## config.mk

```make
export PLATFORM = sky130hd
export DESIGN_NAME = float_register_stack_unit_flat
export DESIGN_NICKNAME = d
export VERILOG_FILES = /design/src/rtl/core/fru_pkg.sv /design/src/rtl/core/fru_in_if.sv /design/src/rtl/core/fru_out_if.sv /design/src/rtl/core/float_register_stack_unit.sv /design/src/rtl/core/fru_regfile.sv /design/src/rtl/core/fru_tagfile.sv /design/src/flat_wrapper.sv
export SDC_FILE = /design/constraint.sdc
export NUM_CORES = 2
export LEC_CHECK = 0
export ABC_AREA = 1
export BUFFER_PORTS_ARGS = -buffer_cell sky130_fd_sc_hd__buf_2
export CAP_MARGIN = 10
export CORE_MARGIN = 2
export CORE_UTILIZATION = 60
export CTS_BUF_LIST = sky130_fd_sc_hd__clkbuf_8
export CTS_CLUSTER_DIAMETER = 80
export CTS_CLUSTER_SIZE = 20
export DETAILED_ROUTE_END_ITERATION = 10
export PLACE_DENSITY = 0.78
export SETUP_SLACK_MARGIN = 0.05
export SLEW_MARGIN = 0
export SYNTH_ARGS = -nofsm -noshare
export SYNTH_HDL_FRONTEND = slang
export SYNTH_SLANG_ARGS = --single-unit
```

## constraint.sdc

```tcl
create_clock -name clk -period 15.53 [get_ports clk]
set_input_delay 3.106 -clock clk [delete_from_list [all_inputs] [get_ports clk]]
set_output_delay 3.106 -clock clk [all_outputs]
set_load 0.01 [all_outputs]
```

## src/rtl/core/fru_pkg.sv

```systemverilog
`timescale 1ns / 1ps
`default_nettype none
// ----------------------------------------------------------------------------
// fru_pkg
// Shared types, constants and value helpers of the float register stack unit.
// ----------------------------------------------------------------------------
package fru_pkg;

  localparam int NUM_ENTRIES = 8;
  localparam int PTR_W       = 3;
  localparam int SIG_W       = 64;
  localparam int SE_W        = 16;
  localparam int ENTRY_W     = SE_W + SIG_W;
  localparam int TAG_W       = 2;
  localparam int WORD_W      = 16;
  localparam int FLAG_W      = 3;
  localparam int TOP_LSB     = 11;

  localparam logic [SE_W-1:0]   EXP_MASK  = 16'h7FFF;
  localparam logic [SE_W-1:0]   SIGN_BIT  = 16'h8000;
  localparam logic [WORD_W-1:0] TOP_FIELD = 16'h3800;
  localparam logic [WORD_W-1:0] BIT_C0    = 16'h0100;
  localparam logic [WORD_W-1:0] BIT_C1    = 16'h0200;
  localparam logic [WORD_W-1:0] BIT_C2    = 16'h0400;
  localparam logic [WORD_W-1:0] BIT_C3    = 16'h4000;
  localparam logic [WORD_W-1:0] CLEX_KEEP = 16'h7F00;
  localparam logic [SIG_W-1:0]  FRAC_MASK = 64'h7FFF_FFFF_FFFF_FFFF;

  localparam logic [TAG_W-1:0] KIND_VALID   = 2'd0;
  localparam logic [TAG_W-1:0] KIND_ZERO    = 2'd1;
  localparam logic [TAG_W-1:0] KIND_SPECIAL = 2'd2;
  localparam logic [TAG_W-1:0] KIND_EMPTY   = 2'd3;

  // compare_flags codes: bit0 CF, bit1 PF, bit2 ZF
  localparam logic [FLAG_W-1:0] CMPF_GT = 3'd0;
  localparam logic [FLAG_W-1:0] CMPF_LT = 3'd1;
  localparam logic [FLAG_W-1:0] CMPF_EQ = 3'd4;
  localparam logic [FLAG_W-1:0] CMPF_UN = 3'd7;

  typedef enum logic [4:0] {
    OP_INIT  = 5'd0,
    OP_PUSH  = 5'd1,
    OP_POP   = 5'd2,
    OP_XCH   = 5'd3,
    OP_COPY  = 5'd4,
    OP_FREE  = 5'd5,
    OP_INC   = 5'd6,
    OP_DEC   = 5'd7,
    OP_COM   = 5'd8,
    OP_COMI  = 5'd9,
    OP_TST   = 5'd10,
    OP_XAM   = 5'd11,
    OP_CHS   = 5'd12,
    OP_ABS   = 5'd13,
    OP_READ  = 5'd14,
    OP_WORDS = 5'd15,
    OP_WSW   = 5'd16,
    OP_WTAG  = 5'd17,
    OP_CLEX  = 5'd18
  } op_t;

  typedef enum logic [1:0] {
    S_IDLE,
    S_EXEC,
    S_SWAP,
    S_FIN
  } state_t;

  typedef enum logic [1:0] {
    CMP_GT,
    CMP_LT,
    CMP_EQ,
    CMP_UN
  } cmp_t;

  // stored tag plus value class bits kept beside the register memory
  typedef struct packed {
    logic [TAG_W-1:0] tag;
    logic             zf;
    logic             sf;
  } ent_t;

  typedef struct packed {
    logic              clear_all;
    logic              load_word;
    logic [WORD_W-1:0] word;
    logic              wa_en;
    logic [PTR_W-1:0]  wa_addr;
    ent_t              wa_ent;
    logic              wb_en;
    logic [PTR_W-1:0]  wb_addr;
    ent_t              wb_ent;
  } tag_cmd_t;

  function automatic logic is_zero(input logic [SIG_W-1:0] sg, input logic [SE_W-1:0] se);
    return ((se & EXP_MASK) == '0) && (sg == '0);
  endfunction

  function automatic logic is_special(input logic [SE_W-1:0] se);
    return (se & EXP_MASK) == EXP_MASK;
  endfunction

  function automatic logic is_nan(input logic [SIG_W-1:0] sg, input logic [SE_W-1:0] se);
    return is_special(se) && ((sg & FRAC_MASK) != '0);
  endfunction

  function automatic logic is_inf(input logic [SIG_W-1:0] sg, input logic [SE_W-1:0] se);
    return is_special(se) && ((sg & FRAC_MASK) == '0);
  endfunction

  function automatic logic [TAG_W-1:0] classify(input ent_t e);
    logic [TAG_W-1:0] t;
    t = e.tag;
    if (e.tag != KIND_EMPTY) begin
      if (e.zf) begin
        t = KIND_ZERO;
      end else if (e.sf) begin
        t = KIND_SPECIAL;
      end
    end
    return t;
  endfunction

  function automatic cmp_t compare(
    input logic [SIG_W-1:0] as_, input logic [SE_W-1:0] ae, input logic a_empty,
    input logic [SIG_W-1:0] bs,  input logic [SE_W-1:0] be, input logic b_empty
  );
    logic sa;
    logic sb;
    logic mag_lt;
    cmp_t r;
    sa     = ae[SE_W-1];
    sb     = be[SE_W-1];
    mag_lt = (ae < be) || ((ae == be) && (as_ < bs));
    if (a_empty || b_empty || is_nan(as_, ae) || is_nan(bs, be)) begin
      r = CMP_UN;
    end else if ((as_ == bs) &&
                 ((ae == be) || ((as_ == '0) && (((ae | be) & EXP_MASK) == '0)))) begin
      r = CMP_EQ;
    end else if (sa != sb) begin
      r = sa ? CMP_LT : CMP_GT;
    end else begin
      r = (sa != mag_lt) ? CMP_LT : CMP_GT;
    end
    return r;
  endfunction

endpackage
`default_nettype wire

```

## src/rtl/core/fru_in_if.sv

```systemverilog
`timescale 1ns / 1ps
`default_nettype none
// ----------------------------------------------------------------------------
// fru_in_if
// Request channel: opcode, stack index and operand payload.
// ----------------------------------------------------------------------------
interface fru_in_if;
  logic                          valid;
  logic                          ready;
  logic [4:0]                    opcode;
  logic [fru_pkg::PTR_W-1:0]     index;
  logic [fru_pkg::SIG_W-1:0]     value_significand;
  logic [fru_pkg::SE_W-1:0]      value_sign_exp;
  logic [fru_pkg::WORD_W-1:0]    word_value;

  modport source (
    output valid, opcode, index, value_significand, value_sign_exp, word_value,
    input  ready
  );
  modport sink (
    input  valid, opcode, index, value_significand, value_sign_exp, word_value,
    output ready
  );
endinterface
`default_nettype wire

```

## src/rtl/core/fru_out_if.sv

```systemverilog
`timescale 1ns / 1ps
`default_nettype none
// ----------------------------------------------------------------------------
// fru_out_if
// Result channel: read value, tags, status word and compare flags.
// ----------------------------------------------------------------------------
interface fru_out_if;
  logic                          valid;
  logic                          ready;
  logic [fru_pkg::SIG_W-1:0]     out_significand;
  logic [fru_pkg::SE_W-1:0]      out_sign_exp;
  logic [fru_pkg::TAG_W-1:0]     out_tag;
  logic [fru_pkg::WORD_W-1:0]    status_out;
  logic [fru_pkg::WORD_W-1:0]    tag_word_out;
  logic [fru_pkg::FLAG_W-1:0]    compare_flags;

  modport source (
    output valid, out_significand, out_sign_exp, out_tag, status_out, tag_word_out,
           compare_flags,
    input  ready
  );
  modport sink (
    input  valid, out_significand, out_sign_exp, out_tag, status_out, tag_word_out,
           compare_flags,
    output ready
  );
endinterface
`default_nettype wire

```

## src/rtl/core/float_register_stack_unit.sv

```systemverilog
`timescale 1ns / 1ps
`default_nettype none
// ----------------------------------------------------------------------------
// float_register_stack_unit
// Eight-entry 80-bit register stack with top pointer, tags and status word.
// ----------------------------------------------------------------------------
// req carries one opcode per transfer with its stack index and operands; rsp
// returns exactly one result per request: st(index) for a read, the classified
// tag of st(index), the status word with the top pointer in bits 13..11, the
// classified tag word and the CF/PF/ZF compare flags.
// One request is in work at a time. The transfer edge issues both operand
// reads, st(0) and st(index), to the register memory; the EXEC state then
// updates state and writes back, and the FIN state loads the result register
// once the result register is free. An exchange passes through the SWAP state
// between them for its second write on the single write port. A new request
// is taken only after the result is loaded and the unit is idle again.
// A stalled rsp holds the result register; the unit then waits with the next
// result finished until the register frees.
// Reset empties all tags, clears top pointer, status and result valid, and
// makes every memory entry read as zero until it is next written.
// ----------------------------------------------------------------------------
module float_register_stack_unit (
  input  wire logic  clk,
  input  wire logic  rst,
  fru_in_if.sink     req,
  fru_out_if.source  rsp
);

  fru_pkg::state_t                 state;
  fru_pkg::state_t                 state_next;
  fru_pkg::op_t                    op_q;
  logic [fru_pkg::PTR_W-1:0]       idx_q;
  logic [fru_pkg::SIG_W-1:0]       vsig_q;
  logic [fru_pkg::SE_W-1:0]        vse_q;
  logic [fru_pkg::WORD_W-1:0]      word_q;
  logic [fru_pkg::PTR_W-1:0]       top;
  logic [fru_pkg::PTR_W-1:0]       top_next;
  logic [fru_pkg::WORD_W-1:0]      status;
  logic [fru_pkg::WORD_W-1:0]      status_next;
  logic [fru_pkg::FLAG_W-1:0]      flags;
  logic [fru_pkg::FLAG_W-1:0]      flags_next;
  logic                            out_valid;
  logic                            load_out;
  logic                            accept;

  logic                            re;
  logic                            we;
  logic [fru_pkg::PTR_W-1:0]       waddr;
  logic [fru_pkg::ENTRY_W-1:0]     wdata;
  logic [fru_pkg::ENTRY_W-1:0]     rdata_a;
  logic [fru_pkg::ENTRY_W-1:0]     rdata_b;
  logic [fru_pkg::PTR_W-1:0]       o_addr;
  logic [fru_pkg::PTR_W-1:0]       top_m1;
  logic [fru_pkg::PTR_W-1:0]       top_p1;

  fru_pkg::tag_cmd_t               tcmd;
  fru_pkg::ent_t                   qa;
  fru_pkg::ent_t                   qb;
  logic [fru_pkg::WORD_W-1:0]      tag_word;

  logic [fru_pkg::SIG_W-1:0]       a_sig;
  logic [fru_pkg::SE_W-1:0]        a_se;
  logic [fru_pkg::SIG_W-1:0]       b_sig;
  logic [fru_pkg::SE_W-1:0]        b_se;
  logic                            b_empty;
  fru_pkg::cmp_t                   cmp;

  function automatic logic [fru_pkg::WORD_W-1:0] with_c320(
    input logic [fru_pkg::WORD_W-1:0] sw, input logic c3, input logic c2, input logic c0
  );
    logic [fru_pkg::WORD_W-1:0] r;
    r = sw & ~(fru_pkg::BIT_C3 | fru_pkg::BIT_C2 | fru_pkg::BIT_C0);
    if (c3) r = r | fru_pkg::BIT_C3;
    if (c2) r = r | fru_pkg::BIT_C2;
    if (c0) r = r | fru_pkg::BIT_C0;
    return r;
  endfunction

  assign accept = req.valid && req.ready;
  assign o_addr = top + idx_q;
  assign top_m1 = top - fru_pkg::PTR_W'(1);
  assign top_p1 = top + fru_pkg::PTR_W'(1);

  fru_regfile u_regfile (
    .clk     (clk),
    .rst     (rst),
    .re      (re),
    .raddr_a (top),
    .raddr_b (top + req.index),
    .we      (we),
    .waddr   (waddr),
    .wdata   (wdata),
    .rdata_a (rdata_a),
    .rdata_b (rdata_b)
  );

  // qb follows st(index) against the current top, so in the final cycle it
  // already sees the updated pointer
  fru_tagfile u_tagfile (
    .clk      (clk),
    .rst      (rst),
    .cmd      (tcmd),
    .qa_addr  (top),
    .qb_addr  (o_addr),
    .qa       (qa),
    .qb       (qb),
    .tag_word (tag_word)
  );

  assign a_sig   = rdata_a[fru_pkg::SIG_W-1:0];
  assign a_se    = rdata_a[fru_pkg::ENTRY_W-1:fru_pkg::SIG_W];
  // tst compares st(0) with +0
  assign b_sig   = (op_q == fru_pkg::OP_TST) ? '0 : rdata_b[fru_pkg::SIG_W-1:0];
  assign b_se    = (op_q == fru_pkg::OP_TST) ? '0 : rdata_b[fru_pkg::ENTRY_W-1:fru_pkg::SIG_W];
  assign b_empty = (op_q != fru_pkg::OP_TST) && (qb.tag == fru_pkg::KIND_EMPTY);
  assign cmp     = fru_pkg::compare(a_sig, a_se, qa.tag == fru_pkg::KIND_EMPTY,
                                    b_sig, b_se, b_empty);

  always_ff @(posedge clk) begin
    if (rst) begin
      state     <= fru_pkg::S_IDLE;
      top       <= '0;
      status    <= '0;
      out_valid <= 1'b0;
    end else begin
      state  <= state_next;
      top    <= top_next;
      status <= status_next;
      if (load_out) begin
        out_valid <= 1'b1;
      end else if (rsp.ready) begin
        out_valid <= 1'b0;
      end
    end
  end

  always_ff @(posedge clk) begin
    if (accept) begin
      op_q   <= fru_pkg::op_t'(req.opcode);
      idx_q  <= req.index;
      vsig_q <= req.value_significand;
      vse_q  <= req.value_sign_exp;
      word_q <= req.word_value;
    end
    flags <= flags_next;
    if (load_out) begin
      rsp.out_significand <= (op_q == fru_pkg::OP_READ) ? rdata_b[fru_pkg::SIG_W-1:0] : '0;
      rsp.out_sign_exp    <= (op_q == fru_pkg::OP_READ) ?
                             rdata_b[fru_pkg::ENTRY_W-1:fru_pkg::SIG_W] : '0;
      rsp.out_tag         <= fru_pkg::classify(qb);
      rsp.status_out      <= (status & ~fru_pkg::TOP_FIELD) |
                             (fru_pkg::WORD_W'(top) << fru_pkg::TOP_LSB);
      rsp.tag_word_out    <= tag_word;
      rsp.compare_flags   <= flags;
    end
  end

  assign rsp.valid = out_valid;
  assign req.ready = (state == fru_pkg::S_IDLE);

  always_comb begin
    state_next  = state;
    top_next    = top;
    status_next = status;
    flags_next  = flags;
    load_out    = 1'b0;
    re          = 1'b0;
    we          = 1'b0;
    waddr       = top;
    wdata       = rdata_a;
    tcmd        = '0;
    tcmd.word   = word_q;

    case (state)
      fru_pkg::S_IDLE: begin
        if (req.valid) begin
          re         = 1'b1;
          state_next = fru_pkg::S_EXEC;
        end
      end

      fru_pkg::S_EXEC: begin
        state_next = fru_pkg::S_FIN;
        flags_next = fru_pkg::CMPF_GT;
        case (op_q)
          fru_pkg::OP_INIT: begin
            status_next    = '0;
            top_next       = '0;
            tcmd.clear_all = 1'b1;
          end
          fru_pkg::OP_PUSH: begin
            top_next        = top_m1;
            we              = 1'b1;
            waddr           = top_m1;
            wdata           = {vse_q, vsig_q};
            tcmd.wa_en      = 1'b1;
            tcmd.wa_addr    = top_m1;
            tcmd.wa_ent.tag = fru_pkg::KIND_VALID;
            tcmd.wa_ent.zf  = fru_pkg::is_zero(vsig_q, vse_q);
            tcmd.wa_ent.sf  = fru_pkg::is_special(vse_q);
          end
          fru_pkg::OP_POP: begin
            tcmd.wa_en      = 1'b1;
            tcmd.wa_addr    = top;
            tcmd.wa_ent     = qa;
            tcmd.wa_ent.tag = fru_pkg::KIND_EMPTY;
            top_next        = top_p1;
          end
          fru_pkg::OP_XCH: begin
            // st(0) goes to st(i) now, st(i) goes to st(0) in the next cycle
            we           = 1'b1;
            waddr        = o_addr;
            wdata        = rdata_a;
            tcmd.wa_en   = 1'b1;
            tcmd.wa_addr = o_addr;
            tcmd.wa_ent  = qa;
            tcmd.wb_en   = 1'b1;
            tcmd.wb_addr = top;
            tcmd.wb_ent  = qb;
            state_next   = fru_pkg::S_SWAP;
          end
          fru_pkg::OP_COPY: begin
            we           = 1'b1;
            waddr        = o_addr;
            wdata        = rdata_a;
            tcmd.wa_en   = 1'b1;
            tcmd.wa_addr = o_addr;
            tcmd.wa_ent  = qa;
          end
          fru_pkg::OP_FREE: begin
            tcmd.wa_en      = 1'b1;
            tcmd.wa_addr    = o_addr;
            tcmd.wa_ent     = qb;
            tcmd.wa_ent.tag = fru_pkg::KIND_EMPTY;
          end
          fru_pkg::OP_INC: begin
            top_next = top_p1;
          end
          fru_pkg::OP_DEC: begin
            top_next = top_m1;
          end
          fru_pkg::OP_COM,
          fru_pkg::OP_TST: begin
            status_next = with_c320(status,
                                    (cmp == fru_pkg::CMP_EQ) || (cmp == fru_pkg::CMP_UN),
                                    cmp == fru_pkg::CMP_UN,
                                    (cmp == fru_pkg::CMP_LT) || (cmp == fru_pkg::CMP_UN));
          end
          fru_pkg::OP_COMI: begin
            case (cmp)
              fru_pkg::CMP_UN: flags_next = fru_pkg::CMPF_UN;
              fru_pkg::CMP_EQ: flags_next = fru_pkg::CMPF_EQ;
              fru_pkg::CMP_LT: flags_next = fru_pkg::CMPF_LT;
              default:         flags_next = fru_pkg::CMPF_GT;
            endcase
          end
          fru_pkg::OP_XAM: begin
            status_next = status & ~fru_pkg::BIT_C1;
            if (a_se[fru_pkg::SE_W-1]) begin
              status_next = status_next | fru_pkg::BIT_C1;
            end
            if (qa.tag == fru_pkg::KIND_EMPTY) begin
              status_next = with_c320(status_next, 1'b1, 1'b0, 1'b1);
            end else if (fru_pkg::is_nan(a_sig, a_se)) begin
              status_next = with_c320(status_next, 1'b0, 1'b0, 1'b1);
            end else if (fru_pkg::is_inf(a_sig, a_se)) begin
              status_next = with_c320(status_next, 1'b0, 1'b1, 1'b1);
            end else if (fru_pkg::is_zero(a_sig, a_se)) begin
              status_next = with_c320(status_next, 1'b1, 1'b0, 1'b0);
            end else begin
              status_next = with_c320(status_next, 1'b0, 1'b1, 1'b0);
            end
          end
          fru_pkg::OP_CHS: begin
            we          = 1'b1;
            waddr       = top;
            wdata       = {a_se ^ fru_pkg::SIGN_BIT, a_sig};
            status_next = status & ~fru_pkg::BIT_C1;
          end
          fru_pkg::OP_ABS: begin
            we          = 1'b1;
            waddr       = top;
            wdata       = {a_se & fru_pkg::EXP_MASK, a_sig};
            status_next = status & ~fru_pkg::BIT_C1;
          end
          fru_pkg::OP_WSW: begin
            status_next = word_q;
            top_next    = word_q[fru_pkg::TOP_LSB +: fru_pkg::PTR_W];
          end
          fru_pkg::OP_WTAG: begin
            tcmd.load_word = 1'b1;
          end
          fru_pkg::OP_CLEX: begin
            status_next = status & fru_pkg::CLEX_KEEP;
          end
          default: begin
          end
        endcase
      end

      fru_pkg::S_SWAP: begin
        we         = 1'b1;
        waddr      = top;
        wdata      = rdata_b;
        state_next = fru_pkg::S_FIN;
      end

      fru_pkg::S_FIN: begin
        if (!out_valid || rsp.ready) begin
          load_out   = 1'b1;
          state_next = fru_pkg::S_IDLE;
        end
      end

      default: begin
        state_next = fru_pkg::S_IDLE;
      end
    endcase
  end

endmodule
`default_nettype wire

```

## src/rtl/core/fru_regfile.sv

```systemverilog
`timescale 1ns / 1ps
`default_nettype none
// ----------------------------------------------------------------------------
// fru_regfile
// 8 x 80-bit register memory, one write port, two registered read ports.
// Entries never written since reset read as zero.
// ----------------------------------------------------------------------------
module fru_regfile (
  input  wire logic                           clk,
  input  wire logic                           rst,
  input  wire logic                           re,
  input  wire logic [fru_pkg::PTR_W-1:0]      raddr_a,
  input  wire logic [fru_pkg::PTR_W-1:0]      raddr_b,
  input  wire logic                           we,
  input  wire logic [fru_pkg::PTR_W-1:0]      waddr,
  input  wire logic [fru_pkg::ENTRY_W-1:0]    wdata,
  output logic      [fru_pkg::ENTRY_W-1:0]    rdata_a,
  output logic      [fru_pkg::ENTRY_W-1:0]    rdata_b
);

  logic [fru_pkg::ENTRY_W-1:0]     mem [fru_pkg::NUM_ENTRIES];
  logic [fru_pkg::NUM_ENTRIES-1:0] written;
  logic [fru_pkg::ENTRY_W-1:0]     rd_a;
  logic [fru_pkg::ENTRY_W-1:0]     rd_b;
  logic                            rv_a;
  logic                            rv_b;

  always_ff @(posedge clk) begin
    if (we) begin
      mem[waddr] <= wdata;
    end
    if (re) begin
      rd_a <= mem[raddr_a];
      rd_b <= mem[raddr_b];
      rv_a <= written[raddr_a];
      rv_b <= written[raddr_b];
    end
  end

  always_ff @(posedge clk) begin
    if (rst) begin
      written <= '0;
    end else if (we) begin
      written[waddr] <= 1'b1;
    end
  end

  assign rdata_a = rv_a ? rd_a : '0;
  assign rdata_b = rv_b ? rd_b : '0;

endmodule
`default_nettype wire

```

## src/rtl/core/fru_tagfile.sv

```systemverilog
`timescale 1ns / 1ps
`default_nettype none
// ----------------------------------------------------------------------------
// fru_tagfile
// Per-entry tags and value class bits, with the classified tag word.
// ----------------------------------------------------------------------------
module fru_tagfile (
  input  wire logic                         clk,
  input  wire logic                         rst,
  input  wire fru_pkg::tag_cmd_t            cmd,
  input  wire logic [fru_pkg::PTR_W-1:0]    qa_addr,
  input  wire logic [fru_pkg::PTR_W-1:0]    qb_addr,
  output fru_pkg::ent_t                     qa,
  output fru_pkg::ent_t                     qb,
  output logic      [fru_pkg::WORD_W-1:0]   tag_word
);

  fru_pkg::ent_t ents [fru_pkg::NUM_ENTRIES];

  always_ff @(posedge clk) begin
    if (rst) begin
      for (int i = 0; i < fru_pkg::NUM_ENTRIES; i++) begin
        ents[i].tag <= fru_pkg::KIND_EMPTY;
        ents[i].zf  <= 1'b1;   // contents reset to zero
        ents[i].sf  <= 1'b0;
      end
    end else if (cmd.clear_all) begin
      for (int i = 0; i < fru_pkg::NUM_ENTRIES; i++) begin
        ents[i].tag <= fru_pkg::KIND_EMPTY;
      end
    end else if (cmd.load_word) begin
      for (int i = 0; i < fru_pkg::NUM_ENTRIES; i++) begin
        ents[i].tag <= cmd.word[fru_pkg::TAG_W*i +: fru_pkg::TAG_W];
      end
    end else begin
      if (cmd.wa_en) begin
        ents[cmd.wa_addr] <= cmd.wa_ent;
      end
      if (cmd.wb_en) begin
        ents[cmd.wb_addr] <= cmd.wb_ent;
      end
    end
  end

  assign qa = ents[qa_addr];
  assign qb = ents[qb_addr];

  for (genvar g = 0; g < fru_pkg::NUM_ENTRIES; g++) begin : g_tw
    assign tag_word[fru_pkg::TAG_W*g +: fru_pkg::TAG_W] = fru_pkg::classify(ents[g]);
  end

endmodule
`default_nettype wire

```

## src/flat_wrapper.sv

```systemverilog
// flat-port wrapper written by rule: the top's interface ports become plain ports
module float_register_stack_unit_flat 
  (clk, rst, req_valid, req_opcode, req_index, req_value_significand, req_value_sign_exp, req_word_value, req_ready, rsp_valid, rsp_out_significand, rsp_out_sign_exp, rsp_out_tag, rsp_status_out, rsp_tag_word_out, rsp_compare_flags, rsp_ready);
  fru_in_if req_i ();
  fru_out_if rsp_i ();
  input  wire logic clk;
  input  wire logic rst;
  input wire logic [$bits(req_i.valid)-1:0] req_valid;
  input wire logic [$bits(req_i.opcode)-1:0] req_opcode;
  input wire logic [$bits(req_i.index)-1:0] req_index;
  input wire logic [$bits(req_i.value_significand)-1:0] req_value_significand;
  input wire logic [$bits(req_i.value_sign_exp)-1:0] req_value_sign_exp;
  input wire logic [$bits(req_i.word_value)-1:0] req_word_value;
  output wire logic [$bits(req_i.ready)-1:0] req_ready;
  output wire logic [$bits(rsp_i.valid)-1:0] rsp_valid;
  output wire logic [$bits(rsp_i.out_significand)-1:0] rsp_out_significand;
  output wire logic [$bits(rsp_i.out_sign_exp)-1:0] rsp_out_sign_exp;
  output wire logic [$bits(rsp_i.out_tag)-1:0] rsp_out_tag;
  output wire logic [$bits(rsp_i.status_out)-1:0] rsp_status_out;
  output wire logic [$bits(rsp_i.tag_word_out)-1:0] rsp_tag_word_out;
  output wire logic [$bits(rsp_i.compare_flags)-1:0] rsp_compare_flags;
  input wire logic [$bits(rsp_i.ready)-1:0] rsp_ready;
  assign req_i.valid = req_valid;
  assign req_i.opcode = req_opcode;
  assign req_i.index = req_index;
  assign req_i.value_significand = req_value_significand;
  assign req_i.value_sign_exp = req_value_sign_exp;
  assign req_i.word_value = req_word_value;
  assign req_ready = req_i.ready;
  assign rsp_valid = rsp_i.valid;
  assign rsp_out_significand = rsp_i.out_significand;
  assign rsp_out_sign_exp = rsp_i.out_sign_exp;
  assign rsp_out_tag = rsp_i.out_tag;
  assign rsp_status_out = rsp_i.status_out;
  assign rsp_tag_word_out = rsp_i.tag_word_out;
  assign rsp_compare_flags = rsp_i.compare_flags;
  assign rsp_i.ready = rsp_ready;
  float_register_stack_unit u_core (.clk(clk), .rst(rst), .req(req_i), .rsp(rsp_i));
endmodule
```

Yosys cells after proc, flatten, opt, wreduce, memory -nomap -nowiden
Memory sizes are Yosys's and may differ from the RTL's. A register that Yosys moved wholly into a read port is not among the register bits. Cells that the tools add are included.

Add/subtract/negate cells: 4. Multipliers: 0. Div/mod/pow operators: 0. Magnitude comparators: 6. Equality and inequality tests: 44. Shift-type cells: 0. Multiplexer cells: 120. Bitwise logic cells: 22. Reductions and logical operators: 48.

Operators by type and width (number): 80-bit one-hot mux with 3 select lines (1); 64-bit logical NOT (3); 80-bit 2-to-1 mux (2); 80-bit one-hot mux with 2 select lines (1); 64-bit nonzero test (2); 2-bit 2-to-1 mux (51); 16-bit one-hot mux with 6 select lines (1); 15-bit 2-to-1 mux (5); 64-bit == test (1); 64-bit less-than comparator (1); 64-bit 2-to-1 mux (1); 16-bit logical NOT (3); 15-bit == test, second input constant (3); 1-bit 2-to-1 mux (36); 5-bit by 4-bit == test with 1-bit output, second input constant (7); 16-bit 2-to-1 mux (2); 8-bit one-hot mux with 4 select lines (1); 5-bit by 3-bit == test with 1-bit output, second input constant (4); 2-bit != test, second input constant (10); 16-bit == test (1); 16-bit less-than comparator (1); 1-bit OR (16); 16-bit by 14-bit OR with 16-bit output (1); 5-bit == test, second input constant (3); other kinds (42) (87).

Bits in registers: 256. Bits in latches: 0. Memory bits (writable): 672. Memory bits (read-only): 0. Word-level logic and storage cells: 267. Memories kept: 2.

Memory list: u_core.u_regfile.mem (words 8, bits a word 80, rd ports 2, clocked after memory_dff 2, write ports 1, line fru_regfile.sv:21) `logic [fru_pkg::ENTRY_W-1:0] mem [fru_pkg::NUM_ENTRIES];`; u_core.u_tagfile.ents (words 8, bits a word 4, rd ports 10, clocked after memory_dff 1, write ports 8, line fru_tagfile.sv:18) `fru_pkg::ent_t ents [fru_pkg::NUM_ENTRIES];`.

Depth between registers and ports, before layout
Word-level depth: 16. Gate-level depth with buffers: 30. Gate-level depth less buffers: 27.

Modules after synthesis
Synthesis repeated with hierarchy kept, for this count alone.

Cells, all modules: 6774. Area, all modules: 57531.4 um2.

Modules (own cells, without submodules): fru_regfile (times used 1, cells an instance 4838, area an instance 40795.4 um2, sequential area each 24243.3 um2); float_register_stack_unit (times used 1, cells an instance 1488, area an instance 13820.8 um2, sequential area each 7106.8 um2); fru_tagfile (times used 1, cells an instance 448, area an instance 2915.3 um2, sequential area each 960.9 um2).

Least setup slack after synthesis
Ideal clock, no wire load.

Path type: input to register. From: input rsp_ready. To: register u_core.rsp.compare_flags[0] (netlist bit), enable pin. Data arrival time: 8.753 ns. Data required time: 14.899 ns. Path slack: 6.145 ns. Stages on the path: 2. Cells stage by stage: inv_1 a21oi_1.

Word-level cells in the longest chain between the ends: 3.

Ends and longest elaborated chain: from (decl) (line flat_wrapper.sv:22) `input wire logic [$bits(rsp_i.ready)-1:0] rsp_ready;`; 1-bit logical OR (line float_register_stack_unit.sv:309) `if (!out_valid || rsp.ready) begin`; 1-bit 2-to-1 mux (line float_register_stack_unit.sv:309); 1-bit 2-to-1 mux (line float_register_stack_unit.sv:174) `case (state)`; net u_core.load_out (line float_register_stack_unit.sv:43) `logic load_out;`; to (signal assigned) (line float_register_stack_unit.sv:154) `rsp.compare_flags <= flags;`; to (decl) (line fru_out_if.sv:19) `compare_flags,`.

The timed path passes the listed nets, and every way through them passes these cells. A chain may end at the register's enable or synchronous reset.

Worst setup path in the final report
From: input req_index[0]. To: register u_core.u_regfile.rd_b[44] (netlist bit) (read register of u_core.u_regfile.mem) (data pin).

Word-level cells in the longest chain between the ends: 1.

Ends and longest elaborated chain: from (decl) (line flat_wrapper.sv:10) `input wire logic [$bits(req_i.index)-1:0] req_index;`; 3-bit adder (line float_register_stack_unit.sv:89) `.raddr_b (top + req.index),`; to (decl) (line fru_regfile.sv:24) `logic [fru_pkg::ENTRY_W-1:0] rd_b;`.

No other way between the ends.

==> impl_metrics.tcl <==
set metrics [dict create \
    vias 41600 \
    gp_congestion 0.939 \
    cts_max_level 2 \
    cts_tree "built" \
    grt_max_degree 226 \
    async_flop_share_pct 0 \
    syn-num-nets 5491 \
    fp.dieH_um 301 \
    postCtsResizedCells 0 \
    hold_viol 0 \
    initial_core_util_pct 60.8 \
    area_growth_pct 5.58 \
    critPathMaxStageDelay_ns 1.33 \
    setup_ws_ns 8.38 \
    finClkSkew_ns 0.0392 \
    peakVddDrop_mv 0.287 \
    cts.sinks 1088 \
    cts.hold.buffers_added 0 \
    power_density_mw_per_mm2 149 \
    synth_top_area_share_pct 60.1 \
    postCtsSetupBuffers 0 \
    cts_buffers 61 \
    yosysWarnings 0 \
    yosysTopAreaCell "edfxtp_1" \
    setup_viol_count_final 0 \
    tightest_slew_ns 1.15 \
    portBuffers 226 \
    ios 227 \
    crit_type "input pin to flop" \
    synth_edf_count 1058 \
    status "finished clean" \
    path_buf_inv 4 \
    grt_pass1_vias 39300 \
    slew_headroom_pct 23.1 \
    cap_violations 0 \
    drv_slew 0 \
    crit_chain "buf_2 > ha_4 > fa_4 > buf_4 > buf_4 > buf_4 > a21oi_1 > o21ai_0 > o21ai_0 > nor2_1 > a31oi_1" \
    vias_per_cell 6.42 \
    critical-path-top-delay-family "buffers and inverters" \
    drc 0 \
    grt_pass1_wl_um 230000 \
    syn-cell-area_mm2 0.0529 \
    die_w_um 301 \
    fin_total_pwr_mw 8.34 \
    rows 108 \
    dieArea_mm2 0.0906 \
    cp_slowest_cell "fa_4" \
    antenna_found_initial 5 \
    drt_iter0_drc 6393 \
    ant_nets 0 \
    wire_per_inst_um 23.8 \
    yosys_most_used_dff "edfxtp_1" \
    yosysSeqAreaShare_pct 61.2 \
    dp_slack_ns 7.74 \
    gr-total-overflow 0 \
    clock.fmax_mhz 140 \
    dr.pass1.iters 6 \
    syn_inst 5278 \
    clockRootBuffer "clkbuf_8" \
    nNetsFinal 5500 \
    path_clk_slew_ns 0.13 \
    cp.arrival_ns 7.66 \
    cpMostUsedCell "buf_4" \
    core-area_mm2 0.0870 \
    track_usage_pct 33.5 \
    drive_gt1_share_pct 7.72 \
    wirelength_um 154000 \
    whs_ns 0.442 \
    dpl.hpwl_um 92600 \
    start_kind "input pin" \
    syn_area_per_cell_um2 10.0 \
    p_leak_nw 21.0 \
    synthTopCellsByArea "edfxtp_1, o21ai_0, nand2_1" \
    critPathMaxFanout 71 \
    place_area_mm2 0.0548 \
    rsz0062_at_grt "false" \
    finalCritPeriodShare_pct 46.0 \
    cp-end-kind "flop" \
    tns_ns 0 \
    yosysMostFrequentCell "edfxtp_1" \
    synth_seq_cells 1088 \
    synth.distinct_cells 46 \
    worstPathRequired_ns 16.04 \
    post-route-cell-area_mm2 0.0559 \
    synthTopCellsByCount "edfxtp_1, nand2_1, o21ai_0" \
    hold_class "flop to flop" \
    clk_latency_ns 0.79 \
    clockBufferDepth 3 \
    fin_crit_ns 7.15 \
]
metrics by stage:
step,utilization [%],std cells
2_1_floorplan,-,5278
3_3_place_gp,63.0,6379
3_5_place_dp,63.0,6379
4_1_cts,64.2,6481
5_1_grt,64.2,6482
6_report,64.2,6482
cells by family (layout without fill, tap and decap cells):
group           count (synthesis)  count (layout)  share of synthesized area [%]
compound gates               1639            1639                           17.0
simple gates                 1447            1447                           11.1
flops                        1088            1088                           61.2
buf+inv                       915             963                           6.59
fa+ha+maj                     105             105                           2.51
mux                            80              80                           1.51
xor+xnor                        4               4                         0.0662
other cells                     0               1                              0
metal layers:
| layer | global-route usage (%) | routed length, um | up-vias |
|---|---|---|---|
| met2 | 52.0 | 69500 | 2946 |
| met1 | 46.0 | 57900 | 19500 |
| met3 | 6.59 | 20100 | 482 |
| met4 | 15.2 | 6900 | 6 |
| li1 | - | - | 18600 |
| met5 | 0 | 41 | - |
path summary, 6_finish.rpt:
| check | startpoint | to | slack, ns | depth (start not counted) |
|---|---|---|---|---|
| setup / recovery | req_index[0] | u_core.u_regfile.rd_b[44]$_DFFE_PP_ | 8.38 | 11 |
| hold / removal | u_core.status[15]$_SDFFE_PP0P_ | u_core.rsp.status_out[15]$_DFFE_PP_ | 0.44 | 0 |
| setup reg to reg | u_core.top[1]$_SDFFE_PP0P_ | u_core.u_regfile.mem[0][33]$_DFFE_PP_ | 9.52 | 12 |
| hold reg to reg | u_core.status[15]$_SDFFE_PP0P_ | u_core.rsp.status_out[15]$_DFFE_PP_ | 0.44 | 0 |
registers in the layout (all words and copies together) (netlist names), 5 cells and up, named ones only:
register                    count
u_core.u_tagfile.ents          32
u_core.u_regfile.rd_b          80
u_core.u_regfile.mem          640
u_core.status                  13
u_core.rsp.status_out          16
u_core.word_q                  16
u_core.rsp.out_sign_exp        16
u_core.rsp.out_significand     64
u_core.vsig_q                  64
u_core.op_q                     5
u_core.u_regfile.rd_a          80
u_core.vse_q                   16
u_core.u_regfile.written        8
u_core.rsp.tag_word_out        16
layout make-up:
class	instances	area, um2
flip-flops and latches	1088	32400
fillers	6720	31200
multi-input cells	3275	17200
inverters	580	2200
repair buffers	281	1580
well taps	1155	1450
clock buffers	61	840
clock inverters	41	211
diodes	1	2.50
layout by cell type (no fill, tap or decap), types with 61 or more instances in the layout:
master    synthesis  layout
clkbuf_8          0      61
o211ai_1        171     171
ha_1            103     100
nand2_1         812     811
o21ai_0         793     793
buf_2            26     226
nor2_1          393     385
mux2i_1          80      80
nand3_1         114     114
a21oi_1         422     421
inv_1           568     597
edfxtp_1       1058    1058
a31oi_1         166     166
report_power, final:
part,total (mW),internal (mW),switching [mW]
clock,1.27,0.388,0.886
sequential,4.16,3.98,0.179
combinational,2.91,0.705,2.21
total,8.34,5.07,3.27
worst reg2reg max path: cells and delay by family (launching register included):
kind / cells / cell delay (ns)
xor+xnor: 1 / 0.27
buf+inv: 6 / 2.98
compound gates: 2 / 0.45
simple gates: 2 / 0.75
flops: 1 / 0.79
fa+ha+maj: 1 / 0.38
(Power assumes the default switching activity.)
